## src/hw/rtl/bpr_pkg.sv

```systemverilog
// Package for the binary property list reader.
// Holds command and sequencer state types, format constants and the memory write bundle.
// No dependencies.
package bpr_pkg;

  localparam int DEF_IMAGE_BYTES = 4096;
  localparam int DEF_KEY_BYTES   = 64;

  localparam logic [63:0] MAGIC       = 64'h62706C6973743030;
  localparam int          MAGIC_BYTES = 8;
  localparam int          MIN_IMAGE   = 40;
  localparam int          TRAILER     = 32;
  localparam int          TRL_SIZES   = 6;
  localparam int          TRL_COUNT   = 8;
  localparam int          TRL_ROOT    = 16;
  localparam int          TRL_TABLE   = 24;
  localparam int          MAX_FIELD   = 8;

  localparam logic [3:0] KIND_UINT    = 4'd1;
  localparam logic [3:0] KIND_REAL    = 4'd2;
  localparam logic [3:0] KIND_DATA    = 4'd4;
  localparam logic [3:0] KIND_STRING  = 4'd5;
  localparam logic [3:0] KIND_UNICODE = 4'd6;
  localparam logic [3:0] KIND_ARRAY   = 4'd10;
  localparam logic [3:0] KIND_DICT    = 4'd13;
  localparam logic [3:0] LEN_EXT      = 4'd15;

  typedef enum logic [2:0] {
    CMD_LOAD_IMG = 3'd0,
    CMD_LOAD_KEY = 3'd1,
    CMD_OPEN     = 3'd2,
    CMD_GET      = 3'd3,
    CMD_AT       = 3'd4,
    CMD_COUNT    = 3'd5,
    CMD_UINT     = 3'd6,
    CMD_BYTES    = 3'd7
  } cmd_t;

  typedef enum logic [4:0] {
    S_IDLE,
    S_DONE,
    S_RD_ISSUE,
    S_RD_DATA,
    S_OPEN_MAGIC,
    S_OPEN_SIZES,
    S_OPEN_CNT,
    S_OPEN_ROOT,
    S_OPEN_TAB,
    S_LOC_START,
    S_LOC_OFF,
    S_LOC_MARK,
    S_LOC_EXT,
    S_LOC_EXTN,
    S_LOC_WIDTH,
    S_LOC_DONE,
    S_UINT_VAL,
    S_AT_REF,
    S_GET_LOOP,
    S_GET_KREF,
    S_GET_NEXT,
    S_GET_CMP_ISSUE,
    S_GET_CMP_WAIT,
    S_GET_CMP,
    S_GET_VAL
  } state_t;

  typedef struct packed {
    logic        img_we;
    logic        key_we;
    logic [11:0] addr;
    logic [7:0]  data;
  } mem_wr_t;

endpackage

```

## src/hw/rtl/bpr_ctrl.sv

```systemverilog
// Command sequencer of the property list reader: trailer check, offset table walk,
// marker decode, key search and the result register. Uses bpr_pkg; drives bpr_mem.
module bpr_ctrl import bpr_pkg::*; #(
  parameter int IMAGE_BYTES = DEF_IMAGE_BYTES,
  parameter int KEY_BYTES   = DEF_KEY_BYTES,
  localparam int AW = $clog2(IMAGE_BYTES),
  localparam int PW = AW + 1,
  localparam int KW = $clog2(KEY_BYTES)
) (
  input  logic          clk,
  input  logic          rst_n,
  input  logic          in_tvalid,
  output logic          in_tready,
  input  logic [63:0]   in_tdata,
  input  logic [2:0]    in_tuser,
  output logic          out_tvalid,
  input  logic          out_tready,
  output logic [103:0]  out_tdata,
  output logic          out_tuser,
  output mem_wr_t       mem_wr,
  output logic [AW-1:0] img_raddr,
  output logic [KW-1:0] key_raddr,
  input  logic [7:0]    img_q,
  input  logic [7:0]    key_q
);

  logic [7:0]  f_byte;
  logic [11:0] f_addr;
  logic [12:0] f_size;
  logic [11:0] f_oref;
  logic [11:0] f_idx;
  logic [6:0]  f_klen;

  assign f_byte = in_tdata[7:0];
  assign f_addr = in_tdata[19:8];
  assign f_size = in_tdata[32:20];
  assign f_oref = in_tdata[44:33];
  assign f_idx  = in_tdata[56:45];
  assign f_klen = in_tdata[63:57];

  state_t        state_r, state_nxt, ret_r, ret_nxt;
  cmd_t          cmd_r, cmd_nxt;
  logic [11:0]   idx_r, idx_nxt;
  logic [6:0]    klen_r, klen_nxt;
  logic          opened_r, opened_nxt;
  logic [PW-1:0] tab_r, tab_nxt, ocnt_r, ocnt_nxt, root_r, root_nxt;
  logic [3:0]    osz_r, osz_nxt, rsz_r, rsz_nxt;
  logic [PW-1:0] tail_r, tail_nxt;
  logic [7:0]    t_osz_r, t_osz_nxt, t_rsz_r, t_rsz_nxt;
  logic [63:0]   t_cnt_r, t_cnt_nxt, t_root_r, t_root_nxt;
  logic [PW-1:0] rd_addr_r, rd_addr_nxt;
  logic [3:0]    rd_left_r, rd_left_nxt;
  logic [63:0]   acc_r, acc_nxt;
  logic [PW-1:0] lref_r, lref_nxt, pos_r, pos_nxt;
  logic          loc_key_r, loc_key_nxt;
  logic [63:0]   n_r, n_nxt;
  logic [3:0]    kind_r, kind_nxt;
  logic [PW-1:0] dn_r, dn_nxt, i_r, i_nxt, kaddr_r, kaddr_nxt, voff_r, voff_nxt;
  logic [6:0]    j_r, j_nxt;
  logic          res_st_r, res_st_nxt;
  logic [11:0]   res_ref_r, res_ref_nxt, res_start_r, res_start_nxt;
  logic [12:0]   res_cnt_r, res_cnt_nxt;
  logic [63:0]   res_val_r, res_val_nxt;
  logic          out_valid_r, out_valid_nxt, out_st_r, out_st_nxt;
  logic [11:0]   out_ref_r, out_ref_nxt, out_start_r, out_start_nxt;
  logic [12:0]   out_cnt_r, out_cnt_nxt;
  logic [63:0]   out_val_r, out_val_nxt;

  logic          out_free, fin_fail, loc_fail, load_done;
  logic          rd_go;
  logic [PW-1:0] rd_go_addr;
  logic [3:0]    rd_go_len;
  state_t        rd_go_ret;

  logic [4:0]    width_w;
  logic [PW+4:0] lw_prod, lw_room;
  logic [PW+3:0] oc_prod, oc_room;
  logic [3:0]    elen;
  logic [PW-1:0] ext_pos;

  assign out_free = !out_valid_r || out_tready;
  assign oc_prod  = (PW+4)'(t_cnt_r[PW-1:0]) * (PW+4)'(t_osz_r[3:0]);
  assign oc_room  = (PW+4)'(tail_r - acc_r[PW-1:0]);
  assign lw_prod  = (PW+5)'(n_r[PW-1:0]) * (PW+5)'(width_w);
  assign lw_room  = (PW+5)'(tab_r - pos_r);
  assign elen     = 4'd1 << acc_r[1:0];
  assign ext_pos  = pos_r + PW'(1);

  always_comb begin
    case (kind_r)
      KIND_UNICODE: width_w = 5'd2;
      KIND_ARRAY:   width_w = 5'(rsz_r);
      KIND_DICT:    width_w = {rsz_r, 1'b0};
      default:      width_w = 5'd1;
    endcase
  end

  always_comb begin
    state_nxt = state_r;     ret_nxt = ret_r;       cmd_nxt = cmd_r;
    idx_nxt = idx_r;         klen_nxt = klen_r;     opened_nxt = opened_r;
    tab_nxt = tab_r;         ocnt_nxt = ocnt_r;     root_nxt = root_r;
    osz_nxt = osz_r;         rsz_nxt = rsz_r;       tail_nxt = tail_r;
    t_osz_nxt = t_osz_r;     t_rsz_nxt = t_rsz_r;   t_cnt_nxt = t_cnt_r;
    t_root_nxt = t_root_r;   rd_addr_nxt = rd_addr_r; rd_left_nxt = rd_left_r;
    acc_nxt = acc_r;         lref_nxt = lref_r;     pos_nxt = pos_r;
    loc_key_nxt = loc_key_r; n_nxt = n_r;           kind_nxt = kind_r;
    dn_nxt = dn_r;           i_nxt = i_r;           kaddr_nxt = kaddr_r;
    voff_nxt = voff_r;       j_nxt = j_r;
    res_st_nxt = res_st_r;   res_ref_nxt = res_ref_r; res_cnt_nxt = res_cnt_r;
    res_val_nxt = res_val_r; res_start_nxt = res_start_r;
    out_valid_nxt = out_valid_r && !out_tready;
    out_st_nxt = out_st_r;   out_ref_nxt = out_ref_r; out_cnt_nxt = out_cnt_r;
    out_val_nxt = out_val_r; out_start_nxt = out_start_r;
    mem_wr = '{img_we: 1'b0, key_we: 1'b0, addr: f_addr, data: f_byte};
    in_tready = (state_r == S_IDLE);
    fin_fail = 1'b0; loc_fail = 1'b0; load_done = 1'b0;
    rd_go = 1'b0; rd_go_addr = '0; rd_go_len = '0; rd_go_ret = S_IDLE;

    unique case (state_r)
      S_IDLE: begin
        if (in_tvalid) begin
          cmd_nxt = cmd_t'(in_tuser);
          idx_nxt = f_idx;
          klen_nxt = f_klen;
          res_st_nxt = 1'b0; res_ref_nxt = '0; res_cnt_nxt = '0;
          res_val_nxt = '0; res_start_nxt = '0;
          unique case (cmd_t'(in_tuser))
            CMD_LOAD_IMG: begin
              mem_wr.img_we = 32'(f_addr) < 32'(IMAGE_BYTES);
              load_done = 1'b1;
            end
            CMD_LOAD_KEY: begin
              mem_wr.key_we = 32'(f_addr) < 32'(KEY_BYTES);
              load_done = 1'b1;
            end
            CMD_OPEN: begin
              opened_nxt = 1'b0;
              if (32'(f_size) < 32'(MIN_IMAGE) || 32'(f_size) > 32'(IMAGE_BYTES)) begin
                fin_fail = 1'b1;
              end else begin
                tail_nxt = PW'(32'(f_size) - 32'(TRAILER));
                rd_go = 1'b1; rd_go_addr = '0;
                rd_go_len = 4'(MAGIC_BYTES); rd_go_ret = S_OPEN_MAGIC;
              end
            end
            default: begin
              if (opened_r && 32'(f_oref) < 32'(ocnt_r)) begin
                lref_nxt = PW'(f_oref);
                loc_key_nxt = 1'b0;
                state_nxt = S_LOC_START;
              end else begin
                fin_fail = 1'b1;
              end
            end
          endcase
          if (load_done && !out_free) begin
            state_nxt = S_DONE;
          end
        end
      end
      S_DONE: begin
        if (out_free) begin
          out_valid_nxt = 1'b1;
          out_st_nxt = res_st_r; out_ref_nxt = res_ref_r; out_cnt_nxt = res_cnt_r;
          out_val_nxt = res_val_r; out_start_nxt = res_start_r;
          state_nxt = S_IDLE;
        end
      end
      S_RD_ISSUE: state_nxt = S_RD_DATA;
      S_RD_DATA: begin
        acc_nxt = {acc_r[55:0], img_q};
        rd_addr_nxt = rd_addr_r + PW'(1);
        rd_left_nxt = rd_left_r - 4'd1;
        state_nxt = (rd_left_r == 4'd1) ? ret_r : S_RD_ISSUE;
      end
      S_OPEN_MAGIC: begin
        if (acc_r != MAGIC) begin
          fin_fail = 1'b1;
        end else begin
          rd_go = 1'b1; rd_go_addr = tail_r + PW'(TRL_SIZES);
          rd_go_len = 4'd2; rd_go_ret = S_OPEN_SIZES;
        end
      end
      S_OPEN_SIZES: begin
        t_osz_nxt = acc_r[15:8];
        t_rsz_nxt = acc_r[7:0];
        rd_go = 1'b1; rd_go_addr = tail_r + PW'(TRL_COUNT);
        rd_go_len = 4'(MAX_FIELD); rd_go_ret = S_OPEN_CNT;
      end
      S_OPEN_CNT: begin
        t_cnt_nxt = acc_r;
        rd_go = 1'b1; rd_go_addr = tail_r + PW'(TRL_ROOT);
        rd_go_len = 4'(MAX_FIELD); rd_go_ret = S_OPEN_ROOT;
      end
      S_OPEN_ROOT: begin
        t_root_nxt = acc_r;
        rd_go = 1'b1; rd_go_addr = tail_r + PW'(TRL_TABLE);
        rd_go_len = 4'(MAX_FIELD); rd_go_ret = S_OPEN_TAB;
      end
      S_OPEN_TAB: begin
        if (t_osz_r == 8'd0 || t_osz_r > 8'(MAX_FIELD) ||
            t_rsz_r == 8'd0 || t_rsz_r > 8'(MAX_FIELD) ||
            t_cnt_r == 64'd0 || t_root_r >= t_cnt_r ||
            acc_r < 64'(MAGIC_BYTES) || acc_r > 64'(tail_r) ||
            (|t_cnt_r[63:PW]) || oc_prod > oc_room) begin
          fin_fail = 1'b1;
        end else begin
          opened_nxt = 1'b1;
          tab_nxt = acc_r[PW-1:0];
          ocnt_nxt = t_cnt_r[PW-1:0];
          root_nxt = t_root_r[PW-1:0];
          osz_nxt = t_osz_r[3:0];
          rsz_nxt = t_rsz_r[3:0];
          res_ref_nxt = 12'(t_root_r);
          res_cnt_nxt = 13'(t_cnt_r);
          state_nxt = S_DONE;
        end
      end
      S_LOC_START: begin
        rd_go = 1'b1; rd_go_addr = tab_r + lref_r * PW'(osz_r);
        rd_go_len = osz_r; rd_go_ret = S_LOC_OFF;
      end
      S_LOC_OFF: begin
        if (acc_r < 64'(MAGIC_BYTES) || acc_r >= 64'(tab_r)) begin
          loc_fail = 1'b1;
        end else begin
          pos_nxt = acc_r[PW-1:0] + PW'(1);
          rd_go = 1'b1; rd_go_addr = acc_r[PW-1:0];
          rd_go_len = 4'd1; rd_go_ret = S_LOC_MARK;
        end
      end
      S_LOC_MARK: begin
        kind_nxt = acc_r[7:4];
        if (acc_r[7:4] == KIND_UINT || acc_r[7:4] == KIND_REAL) begin
          if (acc_r[3:0] > 4'd3) begin
            loc_fail = 1'b1;
          end else begin
            n_nxt = 64'd1 << acc_r[1:0];
            state_nxt = S_LOC_WIDTH;
          end
        end else if (acc_r[3:0] == LEN_EXT) begin
          if (pos_r >= tab_r) begin
            loc_fail = 1'b1;
          end else begin
            rd_go = 1'b1; rd_go_addr = pos_r;
            rd_go_len = 4'd1; rd_go_ret = S_LOC_EXT;
          end
        end else begin
          n_nxt = 64'(acc_r[3:0]);
          state_nxt = S_LOC_WIDTH;
        end
      end
      S_LOC_EXT: begin
        if (acc_r[7:4] != KIND_UINT || acc_r[3:0] > 4'd3 ||
            PW'(elen) > tab_r - ext_pos) begin
          loc_fail = 1'b1;
        end else begin
          pos_nxt = ext_pos + PW'(elen);
          rd_go = 1'b1; rd_go_addr = ext_pos;
          rd_go_len = elen; rd_go_ret = S_LOC_EXTN;
        end
      end
      S_LOC_EXTN: begin
        n_nxt = acc_r;
        state_nxt = S_LOC_WIDTH;
      end
      S_LOC_WIDTH: begin
        if ((|n_r[63:PW]) || lw_prod > lw_room) begin
          loc_fail = 1'b1;
        end else begin
          state_nxt = S_LOC_DONE;
        end
      end
      S_LOC_DONE: begin
        if (loc_key_r) begin
          if (kind_r == KIND_STRING && n_r == 64'(klen_r)) begin
            j_nxt = '0;
            state_nxt = S_GET_CMP_ISSUE;
          end else begin
            state_nxt = S_GET_NEXT;
          end
        end else begin
          case (cmd_r)
            CMD_COUNT: begin
              if (kind_r == KIND_ARRAY || kind_r == KIND_DICT) begin
                res_cnt_nxt = 13'(n_r);
                state_nxt = S_DONE;
              end else begin
                fin_fail = 1'b1;
              end
            end
            CMD_UINT: begin
              if (kind_r == KIND_UINT) begin
                rd_go = 1'b1; rd_go_addr = pos_r;
                rd_go_len = n_r[3:0]; rd_go_ret = S_UINT_VAL;
              end else begin
                fin_fail = 1'b1;
              end
            end
            CMD_BYTES: begin
              if (kind_r == KIND_DATA || kind_r == KIND_STRING) begin
                res_start_nxt = 12'(pos_r);
                res_cnt_nxt = 13'(n_r);
                state_nxt = S_DONE;
              end else begin
                fin_fail = 1'b1;
              end
            end
            CMD_AT: begin
              if (kind_r == KIND_ARRAY && 64'(idx_r) < n_r) begin
                rd_go = 1'b1; rd_go_addr = pos_r + PW'(idx_r) * PW'(rsz_r);
                rd_go_len = rsz_r; rd_go_ret = S_AT_REF;
              end else begin
                fin_fail = 1'b1;
              end
            end
            CMD_GET: begin
              if (kind_r == KIND_DICT && 32'(klen_r) <= 32'(KEY_BYTES)) begin
                dn_nxt = n_r[PW-1:0];
                i_nxt = '0;
                kaddr_nxt = pos_r;
                voff_nxt = n_r[PW-1:0] * PW'(rsz_r);
                state_nxt = S_GET_LOOP;
              end else begin
                fin_fail = 1'b1;
              end
            end
            default: fin_fail = 1'b1;
          endcase
        end
      end
      S_UINT_VAL: begin
        res_val_nxt = acc_r;
        state_nxt = S_DONE;
      end
      S_AT_REF, S_GET_VAL: begin
        if (acc_r < 64'(ocnt_r)) begin
          res_ref_nxt = 12'(acc_r);
          state_nxt = S_DONE;
        end else begin
          fin_fail = 1'b1;
        end
      end
      S_GET_LOOP: begin
        if (i_r == dn_r) begin
          fin_fail = 1'b1;
        end else begin
          rd_go = 1'b1; rd_go_addr = kaddr_r;
          rd_go_len = rsz_r; rd_go_ret = S_GET_KREF;
        end
      end
      S_GET_KREF: begin
        if (acc_r < 64'(ocnt_r)) begin
          lref_nxt = acc_r[PW-1:0];
          loc_key_nxt = 1'b1;
          state_nxt = S_LOC_START;
        end else begin
          state_nxt = S_GET_NEXT;
        end
      end
      S_GET_NEXT: begin
        i_nxt = i_r + PW'(1);
        kaddr_nxt = kaddr_r + PW'(rsz_r);
        state_nxt = S_GET_LOOP;
      end
      S_GET_CMP_ISSUE: begin
        if (j_r == klen_r) begin
          rd_go = 1'b1; rd_go_addr = kaddr_r + voff_r;
          rd_go_len = rsz_r; rd_go_ret = S_GET_VAL;
        end else begin
          rd_addr_nxt = pos_r + PW'(j_r);
          state_nxt = S_GET_CMP_WAIT;
        end
      end
      S_GET_CMP_WAIT: state_nxt = S_GET_CMP;
      S_GET_CMP: begin
        if (img_q == key_q) begin
          j_nxt = j_r + 7'd1;
          state_nxt = S_GET_CMP_ISSUE;
        end else begin
          state_nxt = S_GET_NEXT;
        end
      end
      default: state_nxt = S_IDLE;
    endcase

    if (load_done && out_free) begin
      out_valid_nxt = 1'b1;
      out_st_nxt = 1'b0; out_ref_nxt = '0; out_cnt_nxt = '0;
      out_val_nxt = '0; out_start_nxt = '0;
    end
    if (loc_fail) begin
      if (loc_key_r) begin
        state_nxt = S_GET_NEXT;
      end else begin
        fin_fail = 1'b1;
      end
    end
    if (rd_go) begin
      rd_addr_nxt = rd_go_addr;
      rd_left_nxt = rd_go_len;
      acc_nxt = '0;
      ret_nxt = rd_go_ret;
      state_nxt = S_RD_ISSUE;
    end
    if (fin_fail) begin
      res_st_nxt = 1'b1; res_ref_nxt = '0; res_cnt_nxt = '0;
      res_val_nxt = '0; res_start_nxt = '0;
      state_nxt = S_DONE;
    end
  end

  always_ff @(posedge clk) begin
    if (!rst_n) begin
      state_r <= S_IDLE;
      opened_r <= 1'b0;
      tab_r <= '0;
      ocnt_r <= '0;
      root_r <= '0;
      osz_r <= '0;
      rsz_r <= '0;
      out_valid_r <= 1'b0;
    end else begin
      state_r <= state_nxt;
      opened_r <= opened_nxt;
      tab_r <= tab_nxt;
      ocnt_r <= ocnt_nxt;
      root_r <= root_nxt;
      osz_r <= osz_nxt;
      rsz_r <= rsz_nxt;
      out_valid_r <= out_valid_nxt;
    end
  end

  always_ff @(posedge clk) begin
    ret_r <= ret_nxt;         cmd_r <= cmd_nxt;       idx_r <= idx_nxt;
    klen_r <= klen_nxt;       tail_r <= tail_nxt;     t_osz_r <= t_osz_nxt;
    t_rsz_r <= t_rsz_nxt;     t_cnt_r <= t_cnt_nxt;   t_root_r <= t_root_nxt;
    rd_addr_r <= rd_addr_nxt; rd_left_r <= rd_left_nxt; acc_r <= acc_nxt;
    lref_r <= lref_nxt;       pos_r <= pos_nxt;       loc_key_r <= loc_key_nxt;
    n_r <= n_nxt;             kind_r <= kind_nxt;     dn_r <= dn_nxt;
    i_r <= i_nxt;             kaddr_r <= kaddr_nxt;   voff_r <= voff_nxt;
    j_r <= j_nxt;             res_st_r <= res_st_nxt; res_ref_r <= res_ref_nxt;
    res_cnt_r <= res_cnt_nxt; res_val_r <= res_val_nxt; res_start_r <= res_start_nxt;
    out_st_r <= out_st_nxt;   out_ref_r <= out_ref_nxt; out_cnt_r <= out_cnt_nxt;
    out_val_r <= out_val_nxt; out_start_r <= out_start_nxt;
  end

  assign img_raddr  = rd_addr_r[AW-1:0];
  assign key_raddr  = KW'(j_r);
  assign out_tvalid = out_valid_r;
  assign out_tuser  = out_st_r;
  assign out_tdata  = {3'b000, out_start_r, out_val_r, out_cnt_r, out_ref_r};

  a_open_from_check: assert property (@(posedge clk) disable iff (!rst_n)
    $rose(opened_r) |-> $past(state_r == S_OPEN_TAB))
    else $error("opened set outside the trailer check");
  a_sizes_legal: assert property (@(posedge clk) disable iff (!rst_n)
    opened_r |-> (osz_r != 4'd0 && rsz_r != 4'd0 && osz_r <= 4'(MAX_FIELD) &&
                  rsz_r <= 4'(MAX_FIELD)))
    else $error("latched field sizes out of range");
  a_root_in_range: assert property (@(posedge clk) disable iff (!rst_n)
    opened_r |-> root_r < ocnt_r)
    else $error("root reference not below object count");
  a_read_len: assert property (@(posedge clk) disable iff (!rst_n)
    (state_r == S_RD_ISSUE || state_r == S_RD_DATA) |-> rd_left_r != 4'd0)
    else $error("byte reader running with nothing left");

endmodule

```

## config.mk

```make
export PLATFORM = sky130hd
export DESIGN_NAME = bpr_ctrl
export DESIGN_NICKNAME = d
export VERILOG_FILES = /design/src/hw/rtl/bpr_pkg.sv /design/src/hw/rtl/bpr_ctrl.sv
export SDC_FILE = /design/constraint.sdc
export NUM_CORES = 2
export LEC_CHECK = 0
export BUFFER_PORTS_ARGS = -buffer_cell sky130_fd_sc_hd__clkbuf_2
export CELL_PAD_IN_SITES_DETAIL_PLACEMENT = 1
export CELL_PAD_IN_SITES_GLOBAL_PLACEMENT = 2
export CORE_ASPECT_RATIO = 0.5
export CORE_UTILIZATION = 33
export CTS_CLUSTER_SIZE = 20
export DETAILED_ROUTE_END_ITERATION = 10
export PLACE_DENSITY = 0.7
export SYNTH_ARGS = -nofsm -noshare
export SYNTH_HDL_FRONTEND = slang
export SYNTH_SLANG_ARGS = --single-unit
```

## constraint.sdc

```tcl
create_clock -name clk -period 9.7 [get_ports clk]
set_input_delay 1.94 -clock clk [delete_from_list [all_inputs] [get_ports clk]]
set_output_delay 1.94 -clock clk [all_outputs]
set_load 0.005 [all_outputs]
```

==> impl_metrics.toml <==
[clock_tree]
cts_tree = "built"
cts_sinks = 660
cts.clk_slew.worst_paths_ps = 70
clockRootBuffer = "clkbuf_16"
clk_latency_ps = 690
htree_levels = 3
ctsLongestPathBuffers = 3
cts_buffers = 70

[logic_synthesis]
synth_xor_area_share_pct = 4.909
synthMuxAreaShare_pct = 1.004
syn_area_mm2 = 0.04139
ys_seq_area_share_pct = 40.41
synth.distinct_cells = 85
dominantRegCellSynth = "edfxtp_1"
synth_area_leaders = "edfxtp_1, dfxtp_1, ha_1"
synth.avg_cell_area_um2 = 9.156
synthSimpleGateAreaFrac_pct = 18.28
synth_seq_cells = 660
yosys.area.top_type = "edfxtp_1"
yosysWarningCount = 0
ys_async_sr_fraction_pct = 0
synth_cells = 4521
synth_edf_count = 351
synth_top_cell_area_share_pct = 25.46
synth_top_family_by_area = "simple AND/OR/NAND/NOR gates"
synthAdderAreaFrac_pct = 16.42
synth_compound_area_share_pct = 12.98

[route]
drc = 0
firstDrtPassIters = 5
num_vias = 34460
routed_wl_um = 159400
post_drt_wl_per_cell_um = 24.97
drtAntennaViolNets = 0
dr.first_iter.drc_count = 2363
avgViaCountPerCell = 5.397

[placed_design]
io_buffers = 202
post-place-ws_ps = 719.5
hpwlAfterDp_um = 119200
gp_congestion = 0.9276

[final_layout]
syn2layout_area_growth_pct = 12.92
multiInputGateArea_mm2 = 0.02234
nNetsFinal = 5206
fillers = 14300
final_common_cell = "nand2_1"
regArea_mm2 = 0.01673
final_util_pct = 37.73
n_antenna_cell = 0
final_cell_mix = "nand2_1, a21oi_1, inv_1"
drive_above_1_share_pct = 10.17

[setup_path]
critical_path_arrival_ps = 9530
required_ps = 10260
reg2reg_to = "res_cnt_r[7]"
slowest_delay_ps = 670
path_class = "reg -> reg"
cp_slowest_cell = "a2111o_2"
rrSetupSlack_ps = 730
r2r-start = "kind_r[2]"
worst_setup_path_end_kind = "register"
worstSetupStartpointType = "register"
r2r_cells = 28
crit_top_cell = "fa_1"
crit_path_max_fanout = 50

[sta]
clock_skew_ps = 44.68
relSlewSlack_pct = 16.97
rsz0062_at_grt = "false"
fin_crit_sh_pct = 92.49
slew_violations = 0
worst_pin_slew_ps = 1240
fmax_ghz = 0.1115
fin_crit_ps = 8972
setup_tns_ps = 0
hold_viol_final = 0
setup_ws_ps = 728.3
whs_ps = 450.6
setup_viol = 0

[die]
die_y_um = 252.4
die_area_mm2 = 0.1269
coreArea_mm2 = 0.1239
io_pins = 234
start_util_pct = 33.41
fp-row-count = 91
die_w_um = 502.9

[grt]
antenna_found_initial = 7
grt_use_total_pct = 25.11
overflow = 0
grt_pass1_vias = 35680
grt_max_degree = 68
grt_pass1_wl_um = 236700

[flow_run]
drv_cap = 0

[min_path]
min_from = "out_val_r[13]"
hold_path_depth = 2
holdPathEnd = "out_val_r[13]"
hold_class = "reg -> reg"

[power_and_ir_drop]
p_leak_uw = 0.01879
p_per_area_mw_per_mm2 = 135.6
ir_worst_vdd_mv = 0.09764
power_uw = 6340

[outcome]
status = "completed"
-- cell usage after synthesis (11+ instances only) --
cell type and instances:
buf_4 30, nand2_1 750, a22o_1 11, a31oi_1 15, ha_1 332, clkbuf_1 185
a21oi_1 382, and3_1 34, nor2_1 250, o21ai_0 137, and2_1 132, mux2i_1 37
xnor2_1 165, o211ai_1 20, nor3_1 68, inv_1 377, nor2b_1 25, a21o_1 34
a211oi_1 49, a22oi_1 44, o21bai_1 14, edfxtp_1 351, fa_1 132, nand2b_1 44
nand3_1 157, nand4_1 61, nor4_1 65, dfxtp_1 309, a2111oi_0 12, xor2_1 67
a221oi_1 22, o221ai_1 15, buf_2 18
-- worst max-delay path, delay by kind of cell (launching register included) --
family          cells  cell delay, ps
xor+xnor            1             160
simple gates        7            2090
flops               1             430
fa+ha+maj           5            2270
buf+inv             2             420
compound gates     13            3460
-- where the power goes --
part	internal [uW]	leakage, uW	switching, uW	total, uW
Clock	1610	0.00118	1270	2880
Sequential	2980	0.00588	48.5	3030
Combinational	136	0.0117	293	428
-- cell type report --
cell class,instances,area share (%)
multi-input cells,3243,47.80
flip-flops and latches,660,35.79
clock buffers,102,4.438
clock inverters,26,0.6987
inverters,380,3.057
repair buffers,300,3.737
well taps,1674,4.481
-- registers in the layout, summed over array words and instances (netlist names), 64 cells and up --
signal and cells:
res_val_r 64, t_cnt_r 64, n_r 64, acc_r 64, out_val_r 64, t_root_r 64
-- worst max-delay path by stage --
stage               startpoint           end  slack [ps]  cells past startpoint
floorplan            kind_r[1]    state_r[3]        2230                     30
global placement     kind_r[1]  res_ref_r[0]         900                     28
detailed placement   kind_r[1]  res_cnt_r[1]         720                     28
CTS                  kind_r[1]  res_cnt_r[7]         610                     28
global route         kind_r[2]  res_cnt_r[2]         100                     28
finish               kind_r[2]  res_cnt_r[7]         730                     28
-- kinds of logic (layout without fill, tap and decap cells) --
logic type	Yosys count	in the layout
buf+inv	620	808
simple gates	1638	1638
flops	660	660
other cells	1	3
compound gates	865	865
fa+ha+maj	464	464
mux	41	41
xor+xnor	232	232
-- through the flow --
| stage | cells | cell area, um^2 |
|---|---|---|
| final | 6385 | 46740 |
| after global routing | 6385 | 46740 |
| after CTS | 6385 | 46730 |
| after detailed placement | 6257 | 44330 |
| after global placement | 6257 | 44330 |
| after floorplan | 4523 | 41400 |
-- metal layers --
layer	share of wire, %	vias up	track usage, %
met4	2.8	0	7.323
met5	0	-	0
met3	4.7	197	3.603
met1	46	17620	34.23
met2	46	747	41.19
li1	-	15890	-
-- timing repair --
item | 4_1_cts | 5_1_grt
endpoints found under the setup margin | 0 | 33
resized for setup | 0 | 2
buffers inserted | 0 | 0
hold buffers | 0 | 0
hold endpoints to repair | 0 | 0
Note: power is estimated with default switching activity, not from simulation.
